--- src/rtl/bir_pkg.sv ---
// Shared types, widths and codes for the bilinear resize block.
// No dependencies; every other file but bir_ram imports this package.
`default_nettype none
package bir_pkg;
    localparam int CHANNELS           = 3;
    localparam int COORD_W            = 9;
    localparam int PIX_W              = 8;
    localparam int RGB_W              = CHANNELS * PIX_W;
    localparam int DIM_W              = 10;
    localparam int STEP_W             = 25;
    localparam int FRAC_W             = 16;
    localparam int POS_W              = COORD_W + STEP_W;
    localparam int IPOS_W             = POS_W - FRAC_W;
    localparam int NWGT_W             = FRAC_W + 1;
    localparam int WGT_W              = 2 * FRAC_W + 1;
    localparam int ACC_W              = WGT_W + PIX_W;
    localparam int PADDR_W            = 4;
    localparam int PDATA_W            = 32;
    localparam int DEF_MAX_SRC_WIDTH  = 512;
    localparam int DEF_MAX_SRC_HEIGHT = 512;

    localparam logic CMD_WRITE   = 1'b0;
    localparam logic CMD_COMPUTE = 1'b1;

    localparam logic [1:0] REG_SRC_WIDTH  = 2'd0;
    localparam logic [1:0] REG_SRC_HEIGHT = 2'd1;
    localparam logic [1:0] REG_X_STEP     = 2'd2;
    localparam logic [1:0] REG_Y_STEP     = 2'd3;

    localparam logic [DIM_W-1:0]  RST_SRC_WIDTH  = 10'd512;
    localparam logic [DIM_W-1:0]  RST_SRC_HEIGHT = 10'd512;
    localparam logic [STEP_W-1:0] RST_STEP       = 25'd65536;

    typedef struct packed {
        logic               cmd;
        logic [COORD_W-1:0] col;
        logic [COORD_W-1:0] row;
        logic [PIX_W-1:0]   in_red;
        logic [PIX_W-1:0]   in_green;
        logic [PIX_W-1:0]   in_blue;
    } t_in_item;

    typedef struct packed {
        logic [PIX_W-1:0] out_red;
        logic [PIX_W-1:0] out_green;
        logic [PIX_W-1:0] out_blue;
        logic             index_clamped;
    } t_out_item;

    typedef struct packed {
        logic [WGT_W-1:0] w00;
        logic [WGT_W-1:0] w10;
        logic [WGT_W-1:0] w01;
        logic [WGT_W-1:0] w11;
    } t_wgts;

    // request state handed from address generation to the blend stages
    typedef struct packed {
        logic             vld;
        logic             cmd;
        logic             wr_ok;
        logic             bx;
        logic             clamp;
        logic [RGB_W-1:0] rgb;
        t_wgts            wgts;
    } t_meta;
endpackage
`default_nettype wire

--- src/rtl/bir_cfg.sv ---
// APB register file: source size and 9.16 steps, plus effective size.
// Depends on bir_pkg.
`default_nettype none
module bir_cfg import bir_pkg::*; #(
    parameter int MAX_SRC_WIDTH  = DEF_MAX_SRC_WIDTH,
    parameter int MAX_SRC_HEIGHT = DEF_MAX_SRC_HEIGHT
) (
    input  wire logic                                  i_clk,
    input  wire logic                                  i_rst_n,
    input  wire logic                                  psel,
    input  wire logic                                  penable,
    input  wire logic                                  pwrite,
    input  wire logic [PADDR_W-1:0]                    paddr,
    input  wire logic [PDATA_W-1:0]                    pwdata,
    output logic      [PDATA_W-1:0]                    prdata,
    output logic                                       pready,
    output logic      [$clog2(MAX_SRC_WIDTH+1)-1:0]    o_w,
    output logic      [$clog2(MAX_SRC_HEIGHT+1)-1:0]   o_h,
    output logic      [STEP_W-1:0]                     o_x_step,
    output logic      [STEP_W-1:0]                     o_y_step
);
    localparam int WW = $clog2(MAX_SRC_WIDTH + 1);
    localparam int HW = $clog2(MAX_SRC_HEIGHT + 1);

    logic [DIM_W-1:0]  r_src_width;
    logic [DIM_W-1:0]  r_src_height;
    logic [STEP_W-1:0] r_x_step;
    logic [STEP_W-1:0] r_y_step;
    logic              wr_acc;
    logic [1:0]        reg_idx;

    assign pready  = 1'b1;
    assign wr_acc  = psel & penable & pwrite & pready;
    assign reg_idx = paddr[PADDR_W-1:2];

    always_ff @(posedge i_clk) begin
        if (!i_rst_n) begin
            r_src_width  <= RST_SRC_WIDTH;
            r_src_height <= RST_SRC_HEIGHT;
            r_x_step     <= RST_STEP;
            r_y_step     <= RST_STEP;
        end else if (wr_acc) begin
            case (reg_idx)
                REG_SRC_WIDTH:  r_src_width  <= pwdata[DIM_W-1:0];
                REG_SRC_HEIGHT: r_src_height <= pwdata[DIM_W-1:0];
                REG_X_STEP:     r_x_step     <= pwdata[STEP_W-1:0];
                REG_Y_STEP:     r_y_step     <= pwdata[STEP_W-1:0];
                default: ;
            endcase
        end
    end

    always_comb begin
        case (reg_idx)
            REG_SRC_WIDTH:  prdata = PDATA_W'(r_src_width);
            REG_SRC_HEIGHT: prdata = PDATA_W'(r_src_height);
            REG_X_STEP:     prdata = PDATA_W'(r_x_step);
            REG_Y_STEP:     prdata = PDATA_W'(r_y_step);
            default:        prdata = '0;
        endcase
    end

    // zero counts as one, oversize saturates at the store dimension
    always_comb begin
        if (r_src_width == '0) begin
            o_w = WW'(1);
        end else if (32'(r_src_width) > MAX_SRC_WIDTH) begin
            o_w = WW'(MAX_SRC_WIDTH);
        end else begin
            o_w = WW'(r_src_width);
        end
        if (r_src_height == '0) begin
            o_h = HW'(1);
        end else if (32'(r_src_height) > MAX_SRC_HEIGHT) begin
            o_h = HW'(MAX_SRC_HEIGHT);
        end else begin
            o_h = HW'(r_src_height);
        end
    end

    assign o_x_step = r_x_step;
    assign o_y_step = r_y_step;
endmodule
`default_nettype wire

--- config.mk ---
export PLATFORM = sky130hd
export DESIGN_NAME = bir_cfg
export DESIGN_NICKNAME = d
export VERILOG_FILES = /design/src/rtl/bir_pkg.sv /design/src/rtl/bir_cfg.sv
export SDC_FILE = /design/constraint.sdc
export NUM_CORES = 1
export LEC_CHECK = 0
export ABC_AREA = 1
export BUFFER_PORTS_ARGS = -buffer_cell sky130_fd_sc_hd__buf_2
export CORE_MARGIN = 3
export CORE_UTILIZATION = 30
export CTS_BUF_LIST = sky130_fd_sc_hd__clkbuf_4 sky130_fd_sc_hd__clkbuf_8 sky130_fd_sc_hd__clkbuf_16
export CTS_CLUSTER_DIAMETER = 50
export DETAILED_ROUTE_END_ITERATION = 16
export GPL_ROUTABILITY_DRIVEN = 0
export PLACE_DENSITY = 0.66
export RECOVER_POWER = 50
export SLEW_MARGIN = 5
export SYNTH_ARGS = -nofsm -noshare
export SYNTH_HDL_FRONTEND = slang
export SYNTH_SLANG_ARGS = --single-unit
--- constraint.sdc ---
create_clock -name i_clk -period 2.3 [get_ports i_clk]
set_clock_uncertainty 0.2 [all_clocks]
set_input_delay 0 -clock i_clk [delete_from_list [all_inputs] [get_ports i_clk]]
set_output_delay 0 -clock i_clk [all_outputs]
set_load 0.005 [all_outputs]
-- After elaboration in Yosys (flattened, before gate mapping)
Index checks and enable logic that the tools add are counted.
- register bits after elaboration: 70
- latch bits: 0
- bits in writable memories: 0
- bits in read-only memories: 0
- input bits: 41
- output and inout port bits: 103
- logic and storage cells: 23
- memories: 0
- $add $sub $neg: 0
- multipliers: 0
- divide/modulo/power cells: 0
- $lt $le $gt $ge: 2
- equality and inequality tests: 3
- shifts and indexed selects: 0
- mux-type cells: 5
- bitwise logic cells: 2
- reductions and logical operators: 7
- operators with widths (kind ; count):
    $pmux W32 S4 ; 1
    $mux W10 ; 4
    $gt A10 B10 Y1 const B ; 2
    $logic_not A10 Y1 ; 2
    $reduce_and A2 Y1 ; 4
    $eq A2 B2 Y1 const B ; 2
    $and A1 B1 Y1 ; 2
    $eq A2 B1 Y1 const B ; 1
    $logic_not A2 Y1 ; 1

-- Longest topological paths before layout
- depth in word-level cells: 3
- mapped depth: 7
- gate-level depth less buffers: 6

-- Worst setup path before layout
Ideal clock, no wire load.
- path type: register to output
- start point: reg r_src_width[0]
- end point: out o_w[1]
- arrival: 0.843 ns
- required time: 2.100 ns
- path slack: 1.257 ns
- cell stages (with the launch flop): 6
- buffers on the path: 0
- path through: dfxtp_1 nor2_1 nand3_1 nor2_1 nor2_1 nor2_1
- longest elaborated chain between the ends: 3
- elaborated cells between the ends (all ways): 4
- classes of those cells: order compare: 1; mux: 2; reduce/logical: 1
- RTL lines (what ; RTL line ; RTL):
    from (decl) ; bir_cfg.sv:25 ; logic [DIM_W-1:0] r_src_width;
    from (signal assigned) ; bir_cfg.sv:44 ; REG_SRC_WIDTH: r_src_width <= pwdata[DIM_W-1:0];
    $gt A10 B10 Y1 ; bir_cfg.sv:67 ; end else if (32'(r_src_width) > MAX_SRC_WIDTH) begin
    $mux W10 ; bir_cfg.sv:67 ;
    $mux W10 (*) ; bir_cfg.sv:65 ; if (r_src_width == '0) begin
    to (decl) ; bir_cfg.sv:17 ; output logic [$clog2(MAX_SRC_WIDTH+1)-1:0] o_w,
Every way passes the cells marked *; elsewhere a longest branch is shown, timed or not.

-- Final worst setup path
- start point: in penable
- end point: reg r_x_step[23] (netlist: o_x_step[23])
- longest elaborated chain between the ends: 3
- RTL lines (what ; RTL line ; RTL):
    from (decl) ; bir_cfg.sv:11 ; input wire logic penable,
    $and A1 B1 Y1 (2 in a row) ; bir_cfg.sv:33 ; assign wr_acc = psel & penable & pwrite & pready;
    $reduce_and A2 Y1 (no source line) ; - ;
    to (signal assigned) ; bir_cfg.sv:46 ; REG_X_STEP: r_x_step <= pwdata[STEP_W-1:0];
    to (decl) ; bir_cfg.sv:27 ; logic [STEP_W-1:0] r_x_step;
Every way passes these cells.
A chain may end at the register's enable or synchronous reset.

==> summary.md <==
| Metric | Value |
|---|---|
| Outcome | complete, no violations |
| RSZ-0062 raised after global routing | false |
| Simple-gate area share of the yosys netlist | 0.289 |
| Drt first pass iters | 5 |
| Worst reg-to-reg setup slack | 1.36 ns |
| Layout cells sized above 1 | 0.236 |
| Sw Pwr | 0.621 mW |
| Largest net degree at the start of global routing | 71 |
| Total negative setup slack | 0 ns |
| Die H | 110 um |
| Commonest cells post-synth | nor2_1 (139), dfxtp_1 (70), o21ai_0 (49) |
| Synth async-reset ratio | 0 |
| Detail Route Antenna Nets | 0 |
| Final nets | 623 |
| Synthesized area per cell | 7.31 sq um |
| Hpwl dp | 7.42 mm |
| IO Count | 144 |
| Vias/cell | 4.78 |
| Post-synthesis mux area share | 0 |
| Area delta synth->final | 30.7% |
| Cell variety after synth | 25 |
| Post-route DRC | 0 |
| Post-Syn Area | between 0.003 and 0.004 sq mm |
| Worst Setup End Kind | register |
| Adder-cell share of the synthesized area | 0 |
| VDD IR max | 0.296 mV |
| Final Cycle Share | 0.861 |
| Crit path arrival time | approximately 2 ns |
| First-pass GRT wire length | 16.5 mm |
| Worst Hold Slack | 0.0336 ns |
| Hold Path Origin | paddr[2] |
| Reg power frac | 0.539 |
| Top_reg_cell synth | dfxtp_1 |
| Rel. slew slack | 0.376 |
| Worst Hold Class | in -> reg |
| Critical path type | in -> reg |
| Num CTS Buffers | 9 |
| H-tree level count | 3 |
| WHS Path Cells | 6 |
| Vias | 3,444 |
| Initial antenna violation count | 0 |
| Clk Tree Root Cell | clkbuf_8 |
| Setup WS post-layout | 0.319 ns |
| Clock sink total | 70 |
| Skew-Pair Late Insertion Delay | between 0.3 and 0.4 ns |
| Register area share after synthesis | 0.435 |
| Internal power consumption | 1.72 mW |
| Top-count cell post-synth | nor2_1 |
| Net Sw Frac | 0.266 |
| R2R Path End | r_src_width[9] |
| CP max FO | 25 |
| Worst-path clk slew | 0.07 ns |
| Initial core utilization | 0.311 |
| Slew @ Worst Pin | around 0.93 ns |
| Setup WS pre-CTS | between 0.5 and 0.6 ns |
| Max Freq | 505 MHz |
| Gr ovfl total | 0 |
| CTS tree | built |
| Leak | 2.04 nW |
| N_diodes | 0 |
| Max_cap viols | 0 |
| Routed wire length | between 10 and 15 mm |
| Port buffer count | 126 |
| Xor and xnor area share after synthesis | 0 |
| Die width | 110 um |
| R2R depth | 2 |
| Post-synthesis compound-gate area fraction | 0.172 |
| DR WL/cell | roughly 15 um |
| Synthesized flop and latch total | 70 |
| Bufs on Longest Clock Path | 2 |
| Crit path time final | 1.98 ns |
| # rows | 37 |
| Top cell type's share of synthesized area | 0.435 |
| Worst Path Required | 2.33 ns |
| Post-Syn Instances | 441 |
| Min-Delay Endpoint | o_x_step[6] |
| Critical R2R Launch | r_src_width[9] |
| Fin. max-slew vios | 0 |
| Ys Warns | 0 |
| Post-synth EDFFs | 0 |
| Clock power share | 0.350 |
| Core area | 0.0104 sq mm |
| Main combinational cell family by area after synthesis | simple AND/OR/NAND/NOR gates |
| Synth top area cells | dfxtp_1 (43%), nor2_1 (16%), o21ai_0 (7.6%), nand2_1 (5.2%), a22o_1 (4.1%) |
| Comb pwr share | 0.111 |
| Post CTS Setup Buffer Count | 0 |
| Fin. Hold Viols | 0 |
| Tot GR Track Use | 0.175 |
| Pwr Density | 555 mW/mm^2 |
| Final setup fails | 0 |
| Vias in the first global route | between 3,000 and 4,000 |
| Initial DRC count | 295 |
| Cell taking the most area after synthesis | dfxtp_1 |
| Die area | 0.0120 sq mm |
| CP Launch Type | primary input |
-- what timing repair did --
item,in CTS,in global routing
hold buffers,27,0
gates resized for setup,0,0
endpoints found under the hold margin,70,0
-- cell families after synthesis --
group | Yosys count
DFF | 70
AOI/OAI and AO/OA | 92
buffers and inverters | 59
and+or+nand+nor | 218
other | 2
-- flip-flops by register name (all words and copies together) (netlist names) --
name	flops
o_y_step	25
r_src_height	10
o_x_step	25
r_src_width	10
-- layout by cell type (no fill, tap or decap), types with 4 or more instances in the layout --
master         netlist  final
dlygate4sd3_1        0     27
nand2_1             45     45
nor2_1             139    139
inv_1               22     23
dfxtp_1             70     70
clkbuf_8             0      9
clkinv_2             0      4
nor2_2              21     21
clkbuf_1             9     34
o21ai_1             17     17
buf_2                4     91
o2111ai_1            9      9
nand3_1              6      7
conb_1               2      8
o21ai_0             49     49
a22o_1              15     15
-- worst max-delay path, stage by stage --
cell and delay [ns]:
dlygate4sd3_1 0.51, buf_2 0.09, nand3_1 0.32, nor2_4 0.33, inv_1 0.46, nor2_1 0.23, nor2_1 0.06
-- final cells by class --
| cell class | instances | area [sq um] |
|---|---|---|
| Inverter | 27 | 104 |
| Timing Repair Buffer | 156 | 881 |
| Clock buffer | 9 | 124 |
| Multi-Input combinational cell | 318 | 1500 |
| Sequential cell | 70 | 1400 |
| Clock inverter | 5 | 28.8 |
| Fill cell | 1097 | 6160 |
| Tap cell | 136 | 170 |
-- layer usage --
layer  share of wire  GRT usage  wire length, um  vias up
met3           0.050     0.0282              534       18
met4           0.022     0.0793              232        0
met5               0          0                0        -
met2            0.50      0.297             5280      121
li1                -          -                -     1686
met1            0.43      0.216             4550     1619
-- stage by stage --
step,power (mW),util,cells,cell area (sq um)
floorplan,1.42,-,447,3250
global placement,1.51,0.371,680,3840
detailed placement,1.52,0.371,680,3840
CTS,2.37,0.412,721,4270
global route,2.45,0.406,721,4210
finish,2.34,0.406,721,4210
-- power groups by stage --
stage | combinational (mW) | clock, mW | sequential [mW]
final | 0.259 | 0.818 | 1.26
after detailed placement | 0.229 | 0 | 1.29
after CTS | 0.264 | 0.847 | 1.26
after floorplan | 0.131 | 0 | 1.28
after global routing | 0.291 | 0.893 | 1.26
after global placement | 0.225 | 0 | 1.29
-- how the worst max path moves through the flow --
stage              startpoint              end  slack [ns]  depth (start not counted)
2_1_floorplan  r_src_width[0]           o_w[1]        1.26                          5
3_3_place_gp         paddr[3]  r_src_height[2]        0.62                          7
3_5_place_dp         paddr[3]  r_src_height[7]        0.55                          7
4_1_cts              paddr[3]  r_src_height[7]        0.35                          8
5_1_grt               penable     o_x_step[12]        0.14                          7
6_report              penable     o_x_step[23]        0.32                          7
Power figures use the tool's default switching activity.
